### src/sv/bpc_pkg.sv
`default_nettype none
// ----------------------------------------------------------------------------
// bpc_pkg
// Shared types and constants for the block projection checksum.
// ----------------------------------------------------------------------------
package bpc_pkg;

    localparam int DATA_W = 8;
    localparam int KIND_W = 2;

    typedef enum logic [KIND_W-1:0] {
        KIND_DATA  = 2'd0,
        KIND_ROW   = 2'd1,
        KIND_COL   = 2'd2,
        KIND_TOTAL = 2'd3
    } kind_t;

    // Control from the top level to the sum accumulator.
    typedef struct packed {
        logic take;   // input request accepted this cycle
        logic shift;  // trailer head consumed this cycle
    } acc_ctrl_t;

endpackage
`default_nettype wire

### src/sv/bpc_in_if.sv
`default_nettype none
// ----------------------------------------------------------------------------
// bpc_in_if
// Valid/ready channel carrying one data byte per request.
// ----------------------------------------------------------------------------
interface bpc_in_if;
    logic       valid;
    logic       ready;
    logic [7:0] data_byte;

    modport source (output valid, output data_byte, input ready);
    modport sink   (input valid, input data_byte, output ready);
endinterface
`default_nettype wire

### src/sv/bpc_out_if.sv
`default_nettype none
// ----------------------------------------------------------------------------
// bpc_out_if
// Valid/ready channel carrying one data or checksum byte per request.
// ----------------------------------------------------------------------------
interface bpc_out_if;
    logic       valid;
    logic       ready;
    logic [7:0] out_byte;
    logic [1:0] kind;
    logic       last;

    modport source (output valid, output out_byte, output kind, output last, input ready);
    modport sink   (input valid, input out_byte, input kind, input last, output ready);
endinterface
`default_nettype wire

### src/sv/block_projection_checksum.sv
`default_nettype none
// ----------------------------------------------------------------------------
// block_projection_checksum
// Byte stream pass-through with a row/column/total checksum trailer per block.
// ----------------------------------------------------------------------------
// Each accepted byte is forwarded as a data request the next cycle through an
// output register, so a byte can be taken every cycle while the output side
// keeps up. After every LINE_LEN*LINE_LEN bytes the block sends its trailer:
// LINE_LEN row sums, LINE_LEN column sums, then the total (all mod 256), the
// last of these flagged with last=1. The finished sums are copied into a
// snapshot shift register, and input is held off while the 2*LINE_LEN+1
// trailer requests go out on the output port. A partial block produces no
// trailer.
// ----------------------------------------------------------------------------
module block_projection_checksum #(
    parameter int LINE_LEN = 4
) (
    input  wire          clk,
    input  wire          rst_n,
    bpc_in_if.sink       feed,
    bpc_out_if.source    result
);
    import bpc_pkg::*;

    localparam int CW = $clog2(2 * LINE_LEN + 1);
    localparam logic [CW-1:0] CNT_COL   = CW'(LINE_LEN);
    localparam logic [CW-1:0] CNT_TOTAL = CW'(2 * LINE_LEN);

    acc_ctrl_t         ctrl;
    logic              block_end;
    logic [DATA_W-1:0] trail_head;
    logic [DATA_W-1:0] trail_total;

    logic              load;
    logic              take;
    logic              emit;

    logic              out_valid_reg;
    logic [DATA_W-1:0] out_byte_reg;
    kind_t             kind_reg;
    logic              last_reg;
    logic              trail_active_reg;
    logic [CW-1:0]     trail_cnt_reg;

    assign load = !out_valid_reg || result.ready;
    assign take = feed.valid && feed.ready;
    assign emit = trail_active_reg && load;

    assign feed.ready = load && !trail_active_reg;

    assign ctrl.take  = take;
    assign ctrl.shift = emit && (trail_cnt_reg != CNT_TOTAL);

    bpc_accum #(
        .LINE_LEN (LINE_LEN)
    ) u_accum (
        .clk         (clk),
        .rst_n       (rst_n),
        .ctrl        (ctrl),
        .data        (feed.data_byte),
        .block_end   (block_end),
        .trail_head  (trail_head),
        .trail_total (trail_total)
    );

    always_ff @(posedge clk or negedge rst_n)
    begin
        if (!rst_n)
        begin
            out_valid_reg    <= 1'b0;
            trail_active_reg <= 1'b0;
            trail_cnt_reg    <= '0;
        end
        else
        begin
            if (load)
            begin
                out_valid_reg <= take || emit;
            end
            if (take && block_end)
            begin
                trail_active_reg <= 1'b1;
                trail_cnt_reg    <= '0;
            end
            else if (emit)
            begin
                if (trail_cnt_reg == CNT_TOTAL)
                begin
                    trail_active_reg <= 1'b0;
                end
                trail_cnt_reg <= trail_cnt_reg + 1'b1;
            end
        end
    end

    always_ff @(posedge clk)
    begin
        if (take)
        begin
            out_byte_reg <= feed.data_byte;
            kind_reg     <= KIND_DATA;
            last_reg     <= !block_end;
        end
        else if (emit)
        begin
            priority if (trail_cnt_reg == CNT_TOTAL)
            begin
                out_byte_reg <= trail_total;
                kind_reg     <= KIND_TOTAL;
                last_reg     <= 1'b1;
            end
            else if (trail_cnt_reg < CNT_COL)
            begin
                out_byte_reg <= trail_head;
                kind_reg     <= KIND_ROW;
                last_reg     <= 1'b0;
            end
            else
            begin
                out_byte_reg <= trail_head;
                kind_reg     <= KIND_COL;
                last_reg     <= 1'b0;
            end
        end
    end

    assign result.valid    = out_valid_reg;
    assign result.out_byte = out_byte_reg;
    assign result.kind     = kind_reg;
    assign result.last     = last_reg;

    // No input while the trailer drains.
    assert property (@(posedge clk) disable iff (!rst_n)
        trail_active_reg |-> !feed.ready)
        else $error("input accepted during trailer");

    // A data byte that closes a block is followed directly by the first row sum.
    assert property (@(posedge clk) disable iff (!rst_n)
        (result.valid && result.ready && result.kind == KIND_DATA && !result.last)
        |=> (result.valid && result.kind == KIND_ROW))
        else $error("trailer does not follow block end");

    // The total closes the trailer.
    assert property (@(posedge clk) disable iff (!rst_n)
        (result.valid && result.kind == KIND_TOTAL) |-> (result.last && !trail_active_reg))
        else $error("total request malformed");

    // Trailer counter stays in range.
    assert property (@(posedge clk) disable iff (!rst_n)
        trail_cnt_reg <= CNT_TOTAL + 1'b1)
        else $error("trailer counter out of range");

endmodule
`default_nettype wire

### src/sv/bpc_accum.sv
`default_nettype none
// ----------------------------------------------------------------------------
// bpc_accum
// Row, column and total sums of the current block, plus a snapshot shift
// register that holds the finished block's sums while the trailer drains.
// ----------------------------------------------------------------------------
module bpc_accum #(
    parameter int LINE_LEN = 4
) (
    input  wire                       clk,
    input  wire                       rst_n,
    input  wire bpc_pkg::acc_ctrl_t   ctrl,
    input  wire [bpc_pkg::DATA_W-1:0] data,
    output logic                      block_end,
    output logic [bpc_pkg::DATA_W-1:0] trail_head,
    output logic [bpc_pkg::DATA_W-1:0] trail_total
);
    import bpc_pkg::*;

    localparam int IW = (LINE_LEN > 1) ? $clog2(LINE_LEN) : 1;
    localparam logic [IW-1:0] LAST_IDX = IW'(LINE_LEN - 1);
    localparam int TRAIL_N = 2 * LINE_LEN;

    logic [IW-1:0]     row_idx_reg;
    logic [IW-1:0]     col_idx_reg;
    logic [DATA_W-1:0] row_sum_reg [LINE_LEN];
    logic [DATA_W-1:0] col_sum_reg [LINE_LEN];
    logic [DATA_W-1:0] row_sum_next [LINE_LEN];
    logic [DATA_W-1:0] col_sum_next [LINE_LEN];
    logic [DATA_W-1:0] total_reg;
    logic [DATA_W-1:0] total_next;
    logic [DATA_W-1:0] snap_reg [TRAIL_N];
    logic [DATA_W-1:0] snap_total_reg;

    assign block_end   = (row_idx_reg == LAST_IDX) && (col_idx_reg == LAST_IDX);
    assign trail_head  = snap_reg[0];
    assign trail_total = snap_total_reg;

    // Every byte lands once in a row sum and once in a column sum.
    assign total_next = total_reg + {data[DATA_W-2:0], 1'b0};

    always_comb
    begin
        for (int i = 0; i < LINE_LEN; i++)
        begin
            row_sum_next[i] = (row_idx_reg == IW'(i)) ? row_sum_reg[i] + data : row_sum_reg[i];
            col_sum_next[i] = (col_idx_reg == IW'(i)) ? col_sum_reg[i] + data : col_sum_reg[i];
        end
    end

    always_ff @(posedge clk or negedge rst_n)
    begin
        if (!rst_n)
        begin
            row_idx_reg <= '0;
            col_idx_reg <= '0;
            total_reg   <= '0;
            for (int i = 0; i < LINE_LEN; i++)
            begin
                row_sum_reg[i] <= '0;
                col_sum_reg[i] <= '0;
            end
        end
        else if (ctrl.take)
        begin
            if (block_end)
            begin
                row_idx_reg <= '0;
                col_idx_reg <= '0;
                total_reg   <= '0;
                for (int i = 0; i < LINE_LEN; i++)
                begin
                    row_sum_reg[i] <= '0;
                    col_sum_reg[i] <= '0;
                end
            end
            else
            begin
                total_reg <= total_next;
                for (int i = 0; i < LINE_LEN; i++)
                begin
                    row_sum_reg[i] <= row_sum_next[i];
                    col_sum_reg[i] <= col_sum_next[i];
                end
                if (col_idx_reg == LAST_IDX)
                begin
                    col_idx_reg <= '0;
                    row_idx_reg <= row_idx_reg + 1'b1;
                end
                else
                begin
                    col_idx_reg <= col_idx_reg + 1'b1;
                end
            end
        end
    end

    // Snapshot: rows then columns, shifted toward entry 0 as they are sent.
    always_ff @(posedge clk)
    begin
        if (ctrl.take && block_end)
        begin
            snap_total_reg <= total_next;
            for (int i = 0; i < LINE_LEN; i++)
            begin
                snap_reg[i]            <= row_sum_next[i];
                snap_reg[LINE_LEN + i] <= col_sum_next[i];
            end
        end
        else if (ctrl.shift)
        begin
            for (int i = 0; i < TRAIL_N - 1; i++)
            begin
                snap_reg[i] <= snap_reg[i + 1];
            end
        end
    end

endmodule
`default_nettype wire

### src/flat_wrapper.sv
// flat-port wrapper written by rule: the top's interface ports become plain ports
module block_projection_checksum_flat import bpc_pkg::*;
#(
    parameter int LINE_LEN = 4
)
  (clk, rst_n, feed_valid, feed_data_byte, feed_ready, result_valid, result_out_byte, result_kind, result_last, result_ready);
  bpc_in_if feed_i ();
  bpc_out_if result_i ();
  input  wire clk;
  input  wire rst_n;
  input wire logic [$bits(feed_i.valid)-1:0] feed_valid;
  input wire logic [$bits(feed_i.data_byte)-1:0] feed_data_byte;
  output wire logic [$bits(feed_i.ready)-1:0] feed_ready;
  output wire logic [$bits(result_i.valid)-1:0] result_valid;
  output wire logic [$bits(result_i.out_byte)-1:0] result_out_byte;
  output wire logic [$bits(result_i.kind)-1:0] result_kind;
  output wire logic [$bits(result_i.last)-1:0] result_last;
  input wire logic [$bits(result_i.ready)-1:0] result_ready;
  assign feed_i.valid = feed_valid;
  assign feed_i.data_byte = feed_data_byte;
  assign feed_ready = feed_i.ready;
  assign result_valid = result_i.valid;
  assign result_out_byte = result_i.out_byte;
  assign result_kind = result_i.kind;
  assign result_last = result_i.last;
  assign result_i.ready = result_ready;
  block_projection_checksum #(.LINE_LEN(LINE_LEN)) u_core (.clk(clk), .rst_n(rst_n), .feed(feed_i), .result(result_i));
endmodule
### config.mk
export PLATFORM = sky130hd
export DESIGN_NAME = block_projection_checksum_flat
export DESIGN_NICKNAME = d
export VERILOG_FILES = /design/src/sv/bpc_pkg.sv /design/src/sv/bpc_in_if.sv /design/src/sv/bpc_out_if.sv /design/src/sv/block_projection_checksum.sv /design/src/sv/bpc_accum.sv /design/src/flat_wrapper.sv
export SDC_FILE = /design/constraint.sdc
export NUM_CORES = 1
export LEC_CHECK = 0
export BUFFER_PORTS_ARGS = -buffer_cell sky130_fd_sc_hd__clkbuf_2
export CAP_MARGIN = 20
export CORE_UTILIZATION = 60
export CTS_CLUSTER_SIZE = 12
export DETAILED_ROUTE_END_ITERATION = 6
export HOLD_SLACK_MARGIN = 0.06
export PLACE_DENSITY = 0.77
export SLEW_MARGIN = 20
export SYNTH_ARGS = -nofsm -noshare
export SYNTH_HDL_FRONTEND = slang
export SYNTH_HIERARCHICAL = 1
export SYNTH_SLANG_ARGS = --single-unit
### constraint.sdc
create_clock -name clk -period 4.64 [get_ports clk]
set_clock_uncertainty 0.2 [all_clocks]
set_input_delay 0.464 -clock clk [delete_from_list [all_inputs] [get_ports clk]]
set_output_delay 0.464 -clock clk [all_outputs]
set_load 0.02 [all_outputs]
Word level (Yosys, flattened, before mapping)
Memories as Yosys holds them, arrays and structs flattened. Index checks and enable logic that the tools add are counted.

Flip-flop bits (word level): 101. Memory bits (writable): 64. Memories: 1.

Memories: u_core.u_accum.snap_reg (words 8, width 8, read ports 8, clocked after Yosys merged registers in 0, wr ports 8, RTL line bpc_accum.sv:32) `logic [DATA_W-1:0] snap_reg [TRAIL_N];`.

Add/subtract/negate cells: 12. $lt $le $gt $ge: 1. Equality and inequality tests: 8. Mux-type cells: 40. Bitwise logic cells: 7. Reductions and logical operators: 19.

Operators with widths (count): two-way mux 8 bit (19); adder 8 bit (9); two-way mux 32 bit (2); two-way mux 2 bit (6); two-way mux 1 bit (11); equality test 2 bit (second input constant) (4); two-way mux 4 bit (2); nonzero test 2 bit (4); bitwise OR 1 bit (7); logical AND 1 bit (6); adder 2 x 1 -> 2 bit (second input constant) (2); adder 4 x 1 -> 4 bit (second input constant) (1); equality test 2 x 1 -> 1 bit (second input constant) (2); equality test 4 bit (second input constant) (1); zero test 2 bit (2); < comparator 4 x 3 -> 1 bit (second input constant) (1); inequality test 4 bit (second input constant) (1); AND reduction 2 bit (2); zero test 1 bit (3); logical OR 1 bit (2).

Logic depth before layout (Yosys ltp)
Gate-level depths: netlist (run 1).

Word-level depth: 8. Mapped depth: 12. Depth with buffers taken out: 8.

Modules after synthesis
Netlist (run 1), hierarchy kept.

Modules (own cells, without submodules): bpc_accum (instances 1, cells each 900, area an instance 9455.3 sq um); block_projection_checksum (instances 1, cells each 98, area an instance 898.4 sq um).

Worst setup path after synthesis (run 1)
Ideal clock, no wire load.

Kind: register -> register. Start: register u_core.trail_cnt_reg[0]. End: memory u_core.u_accum.snap_reg[0][0] (enable). Library setup time: 0.423 ns. Arrival: 2.652 ns. Data required time: 4.017 ns. Path slack: 1.365 ns. Cell stages (with the launch flop): 7. Buffers on the path: 1. Period minus slack after synthesis: 3.275 ns. Cells stage by stage: dfrtp_1 -> inv_1 -> ha_1 -> and3b_1 -> clkbuf_1 -> nor2_1 -> nand2b_1.

RTL lines: start, declared (RTL line block_projection_checksum.sv:43) `logic [CW-1:0] trail_cnt_reg;`; start signal, assigned (RTL line block_projection_checksum.sv:91) `trail_cnt_reg <= trail_cnt_reg + 1'b1;`; end, declared (RTL line bpc_accum.sv:32).

==> summary.txt, run 1 <==
Critical path
  – CP Data Required Time: 4580 ps
  – Largest delay share family, worst path: simple AND/OR/NAND/NOR gates
  – Cell mode on critical path: nor2_1
  – R2R depth: 8
  – Worst Setup SP: u_core/trail_cnt_reg[0]$_DFFE_PN0P_
  – WS Path Type: flip-flop to flip-flop
  – FF-to-FF Start: u_core/trail_cnt_reg[0]$_DFFE_PN0P_
  – Max FO, Critical Path: 38
  – Startpoint types: flip-flop
  – CP bufs+invs: 1
  – Flop2flop setup slack: 990 ps
  – Crit path depth: 8
  – Worst path max stage delay: 840 ps
  – Crit path capture: u_core/u_accum/snap_reg[0][31]$_DFFE_PP_
  – Worst EP arrival: 3600 ps
  – Worst Setup End Kind: flip-flop
  – Slowest CP cell: a2111oi_0
  – Cell Chain, Critical Path: inv_1 -> ha_1 -> and3b_1 -> nor2_1 -> and2_2 -> nor2_1 -> a2111oi_0 -> nand2_1
  – Reg2reg end: u_core/u_accum/snap_reg[0][31]$_DFFE_PP_

Timing
  – Final hold vios: 0
  – Crit path time final: 3650 ps
  – Unrepaired setup endpoints after global routing: false
  – Slew HR: 0.305
  – Setup-failing EPs final: 0
  – Slew Limit Fails: 0
  – Min Hold Slack: 88.5 ps
  – Final worst-path cycle share: 0.788
  – Achievable Freq: 274 MHz
  – Slew @ Worst Pin: 1040 ps
  – Final worst setup slack: 985 ps
  – Setup TNS: 0 ps

Place
  – I/O Buffers: 24
  – Worst slack at placement: 1120 ps
  – GP Congestion: 0.857
  – Dpl hpwl: 16400 um

Power and ir drop
  – P_leak: 4.56 nW
  – Peak VDD IR: 394 uV
  – Tot Pwr: 7.63 mW
  – Pwr dens: 687 nW/um2

Cells and area
  – Commonest non-fill, non-tap cells in the layout: nand2_1, o21ai_0, dfrtp_1
  – Layout area overhead: 7.29%
  – Most common cell after layout, fill and taps aside: nand2_1
  – Max FFs per register: 64
  – Ant. Diodes: 0
  – Nets: 1086
  – Fraction of layout cells with a size suffix above 1: 0.0795

Die
  – Row cnt: 47
  – Core footprint: 16700 um2
  – Initial Util: 0.620
  – Ports: 25
  – Width of the die: 133 um
  – DIE HEIGHT: 133 um
  – Die Area: 17800 um2

CTS
  – TritonCTS buffer count: 17
  – Clock latency on the worst-skew pair: 430 ps
  – Hold buffer count at CTS: 1
  – Clk buf depth: 2
  – Total clock sinks: 163
  – Post-CTS Resized: 0
  – CTS tree: done
  – Clk root buf: clkbuf_16
  – Clock-pin slew on the worst setup and hold paths: 60 ps
  – H-tree levels: 4
  – Postcts setup bufs: 0

Detailed routing
  – Drt pass-1 iters: 5
  – Post-Route WL: 25200 um
  – Overall via count from detail_route: 8024
  – Post-route antenna net violation count: 0
  – Via density: 6.54
  – Routed len/inst: 20.5 um
  – Drt initial violations: 640
  – DR DRC count: 0

Global routing
  – GRT Total Usage: 0.294
  – Largest net degree at the start of global routing: 59
  – First-pass GRT wire length: 39900 um
  – Grt ovf: 0
  – Via count of the first global-routing pass: 7539
  – Initial antenna violation count: 0

Synthesis
  – Yosys top cell by area: edfxtp_1
  – Synth Instances: 998
  – Main synth FF type: dfrtp_1
  – Synthesis-stage register bit count: 163
  – Mean Syn Cell Area: 10.4 um2
  – Post-synth EDFFs: 80
  – Net Count, Synth: 1091
  – Synth top area share: 0.232
  – Ys async rst share: 0.497
  – Synthesized area: 10400 um2
  – Synth unique cells: 72
  – Synthesis Warnings: 6
  – Top cells by area, synth: edfxtp_1, dfrtp_1, ha_1
  – Post-synthesis sequential area ratio: 0.432

Outcome
  – Status: finished, final reports clean

Job
  – MaxCap Viol Count: 0

Worst hold path
  – Hold Crit Class: input pin to flip-flop
where the power goes:
group	internal (mW)	switching, mW
Combinational	1.61	2.18
Clock	0.784	0.557
Sequential	2.16	0.330
logic make-up (layout without fill, tap and decap cells):
kind of cell / Yosys count / count (layout) / share of synthesized area
flops: 163 / 163 / 0.432
compound gates: 332 / 332 / 0.218
mux: 53 / 53 / 0.0520
other cells: 1 / 1 / 0.000362
xor+xnor: 44 / 44 / 0.0372
buf+inv: 87 / 95 / 0.0385
fa+ha+maj: 81 / 81 / 0.104
simple gates: 237 / 237 / 0.118
layout make-up:
class | count | area (um2)
clock buffer | 24 | 483
clock inverter | 8 | 76.3
fill | 1333 | 5590
inverter | 28 | 108
multi-input combinational | 748 | 5490
sequential | 163 | 4470
tap | 220 | 275
timing repair buffer | 35 | 208
synthesized netlist by cell type (7+ instances only):
cell       number
clkbuf_1       31
or3_1           7
a21oi_1        59
mux2i_1        47
buf_4           9
a211o_1        15
ha_1           72
nand2b_1        8
inv_1          26
a32o_1         25
nor2_1         22
o21bai_1       15
o21ai_0        85
a22o_1         19
nand3_1        21
dfrtp_1        81
a31oi_1        19
nor3_1         12
buf_2          11
xnor2_1        32
o31ai_1         7
o211ai_1        8
nor2b_1        12
a2111oi_0       8
a21o_1         18
fa_1            9
nand3b_1       14
nand2_1        95
edfxtp_1       80
nor3b_1        15
xor2_1         12
a211oi_1       15
routing by layer:
layer | track usage | wire length [um] | vias up
li1 | - | - | 3781
met1 | 0.394 | 11200 | 3942
met2 | 0.486 | 12100 | 262
met3 | 0.0529 | 1370 | 39
met4 | 0.0915 | 468 | 0
met5 | 0 | 0 | -
stage by stage:
step	util	std cells	area, um2
after global routing	0.665	1226	11100
final	0.665	1226	11100
after floorplan	-	998	10400
after global placement	0.631	1193	10500
after CTS	0.665	1226	11100
after detailed placement	0.631	1193	10500
worst min path at each step:
stage                                       startpoint                            endpoint  slack, ps  depth (start not counted)
floorplan                                        rst_n     u_core/result.valid$_DFFE_PN0N_        -30                          0
global placement    u_core/result.kind[0]$_SDFFE_PP0P_  u_core/result.kind[0]$_SDFFE_PP0P_        270                          2
detailed placement  u_core/result.kind[0]$_SDFFE_PP0P_  u_core/result.kind[0]$_SDFFE_PP0P_        280                          2
CTS                                         feed_valid     u_core/result.valid$_DFFE_PN0N_         70                          2
global route                                feed_valid     u_core/result.valid$_DFFE_PN0N_         80                          2
finish                                      feed_valid     u_core/result.valid$_DFFE_PN0N_         90                          2
No activity file was read; power rests on OpenSTA's default activity.
==> run 2: changes to the inputs <==
==> constraint.sdc (replaced) <==
create_clock -name clk -period 3.45 [get_ports clk]
set_clock_uncertainty 0.2 [all_clocks]
set_input_delay 0.345 -clock clk [delete_from_list [all_inputs] [get_ports clk]]
set_output_delay 0.345 -clock clk [all_outputs]
set_load 0.02 [all_outputs]
==> summary.txt, run 2 (synthesized netlist as in run 1, its figures left out) <==
Cells and area
  – Most common cell after layout, fill and taps aside: nand2_1 (unchanged)
  – Max FFs per register: 64 (unchanged)
  – Final Instance Area: 11300 um2 (was 11100 um2)
  – Ant. Diodes: 0 (unchanged)
  – Fin cells: 1236 (was 1226)
  – Fraction of layout cells with a size suffix above 1: 0.0925 (was 0.0795)
  – Nets: 1096 (was 1086)
  – Layout area overhead: 9.00% (was 7.29%)
  – Fin util: 0.676 (was 0.665)
  – Commonest non-fill, non-tap cells in the layout: nand2_1, o21ai_0, dfrtp_1 (unchanged)

Detailed routing
  – Post-Route WL: 25900 um (was 25200 um)
  – Post-route antenna net violation count: 0 (unchanged)
  – Via density: 6.56 (was 6.54)
  – DR DRC count: 0 (unchanged)
  – Drt initial violations: 637 (was 640)
  – Drt pass-1 iters: 5 (unchanged)
  – Overall via count from detail_route: 8113 (was 8024)
  – Routed len/inst: 20.9 um (was 20.5 um)

CTS
  – Post-CTS Resized: 0 (unchanged)
  – Total clock sinks: 163 (unchanged)
  – Postcts setup bufs: 0 (unchanged)
  – Clk root buf: clkbuf_16 (unchanged)
  – Clk buf depth: 2 (unchanged)
  – CTS tree: done (unchanged)
  – Hold buffer count at CTS: 2 (was 1)
  – Clock-pin slew on the worst setup and hold paths: 70 ps (was 60 ps)
  – H-tree levels: 4 (unchanged)
  – TritonCTS buffer count: 17 (unchanged)
  – Clock latency on the worst-skew pair: 440 ps (was 430 ps)

Place
  – I/O Buffers: 24 (unchanged)
  – Area after DPL: 10600 um2 (was 10500 um2)
  – GP Congestion: 0.895 (was 0.857)
  – Dpl hpwl: 16500 um (was 16400 um)
  – Dpl cells: 1202 (was 1193)

Critical path
  – Cell mode on critical path: nand2_1 (was nor2_1)
  – Worst Setup End Kind: flip-flop (unchanged)
  – Cell Chain, Critical Path: inv_1 -> ha_1 -> and3b_1 -> nor2_1 -> nand2_1 -> buf_4 -> o2111a_1 -> a2111oi_0 -> nand2_1 (was inv_1 -> ha_1 -> and3b_1 -> nor2_1 -> and2_2 -> nor2_1 -> a2111oi_0 -> nand2_1)
  – Worst path max stage delay: 520 ps (was 840 ps)
  – Worst EP arrival: 3140 ps (was 3600 ps)
  – WS Path Type: flip-flop to flip-flop (unchanged)
  – Max FO, Critical Path: 28 (was 38)
  – Slowest CP cell: nor2_1 (was a2111oi_0)
  – CP Data Required Time: 3410 ps (was 4580 ps)
  – Startpoint types: flip-flop (unchanged)
  – Worst Setup SP: u_core/trail_cnt_reg[0]$_DFFE_PN0P_ (unchanged)
  – FF-to-FF Start: u_core/trail_cnt_reg[0]$_DFFE_PN0P_ (unchanged)

Global routing
  – Largest net degree at the start of global routing: 70 (was 59)
  – First-pass GRT wire length: 40900 um (was 39900 um)
  – Via count of the first global-routing pass: 7633 (was 7539)
  – GRT Total Usage: 0.305 (was 0.294)
  – Grt ovf: 0 (unchanged)
  – Initial antenna violation count: 0 (unchanged)

Power and ir drop
  – Switch share: 0.401 (was 0.402)
  – Power share of the clock group: 0.196 (was 0.176)
  – Pwr dens: 938 nW/um2 (was 687 nW/um2)
  – Peak VDD IR: 482 uV (was 394 uV)
  – Net load switching power: 4.24 mW (was 3.07 mW)
  – Cell internal pwr: 6.34 mW (was 4.56 mW)
  – Combinational group share of total power: 0.487 (was 0.497)
  – Reg power frac: 0.317 (was 0.327)
  – P_leak: 4.65 nW (was 4.56 nW)

Die
  – Row cnt: 47 (unchanged)
  – Die Area: 17800 um2 (unchanged)
  – Core footprint: 16700 um2 (unchanged)
  – DIE HEIGHT: 133 um (unchanged)
  – Ports: 25 (unchanged)
  – Initial Util: 0.620 (unchanged)
  – Width of the die: 133 um (unchanged)

Outcome
  – Status: finished, final reports clean (unchanged)

Worst hold path
  – HP Start: result_ready (was feed_valid)
  – Hold Crit Class: input pin to flip-flop (unchanged)

Timing
  – Crit path time final: 3180 ps (was 3650 ps)
  – Slew HR: 0.411 (was 0.305)
  – Unrepaired setup endpoints after global routing: false (unchanged)
  – Final worst-path cycle share: 0.921 (was 0.788)
  – Achievable Freq: 315 MHz (was 274 MHz)
  – Slew Limit Fails: 0 (unchanged)
  – Final hold vios: 0 (unchanged)
  – Setup TNS: 0 ps (unchanged)
  – Slew @ Worst Pin: 883 ps (was 1040 ps)
  – Setup-failing EPs final: 0 (unchanged)

Job
  – MaxCap Viol Count: 0 (unchanged)
run 2: cell count changes in the layout (fill, tap and decap cells not counted), moves of 3 or more:
cell,delta
buf_4,+8
clkbuf_1,-5
bufinv_16,+3
clkinv_2,-3
inv_6,+4
clkinv_4,+3
run 2: path summary, 6_finish.rpt:
| path | endpoint | slack [ps] | cells after the start |
|---|---|---|---|
| worst max-delay path | u_core/u_accum/snap_reg[0][31]$_DFFE_PP_ | 270 | 9 |
| worst min register to register | u_core/result.kind[0]$_SDFFE_PP0P_ | 290 | 2 |
| min in group asynchronous | u_core/trail_active_reg$_DFFE_PN0P_ | 350 | 2 |
| max in group asynchronous | u_core/u_accum/row_sum_reg[11]$_DFFE_PN0P_ | 1960 | 3 |
| worst max register to register | u_core/u_accum/snap_reg[0][31]$_DFFE_PP_ | 270 | 9 |
| worst min-delay path | u_core/result.kind[1]$_SDFFE_PP0P_ | 190 | 3 |
run 2: final cells by class:
| cell class | instances | area (um2) |
|---|---|---|
| clock buffers | 17 | 425 |
| clock inverters | 15 | 221 |
| fillers | 1249 | 5420 |
| inverters | 28 | 108 |
| multi-input cells | 748 | 5490 |
| flip-flops and latches | 163 | 4470 |
| well taps | 220 | 275 |
| repair buffers | 45 | 298 |
run 2: through the flow:
step           power, mW  hold WS [ps]  setup slack, ps
3_5_place_dp        8.40           276              407
3_3_place_gp        8.24           270              436
6_report            10.6           194              271
2_1_floorplan       7.26          -151              175
5_1_grt             11.3           196              173
4_1_cts             10.5           163              377
run 2: critical path, delay by kind of cell, from the launching register on:
kind	cells	cell delay (ps)
AND/OR/NAND/NOR	4	1050
adder cells (fa/ha/maj)	1	220
AO/OA/AOI/OAI	2	670
flip-flops	1	390
buffers and inverters	2	350
run 2: per-layer routing:
metal,track usage,routed length (um),share of wire,up-vias
li1,-,-,-,3793
met1,0.410,11400,0.44,3969
met2,0.491,12400,0.48,304
met3,0.0559,1400,0.054,47
met4,0.119,697,0.027,0
met5,0,0,0,-
run 2: power by group through the flow:
stage	sequential [mW]	clock, mW	combinational (mW)
finish	3.36	2.08	5.15
global route	3.43	2.20	5.67
CTS	3.34	2.11	5.09
detailed placement	3.37	0	5.03
global placement	3.35	0	4.89
floorplan	3.30	0	3.96
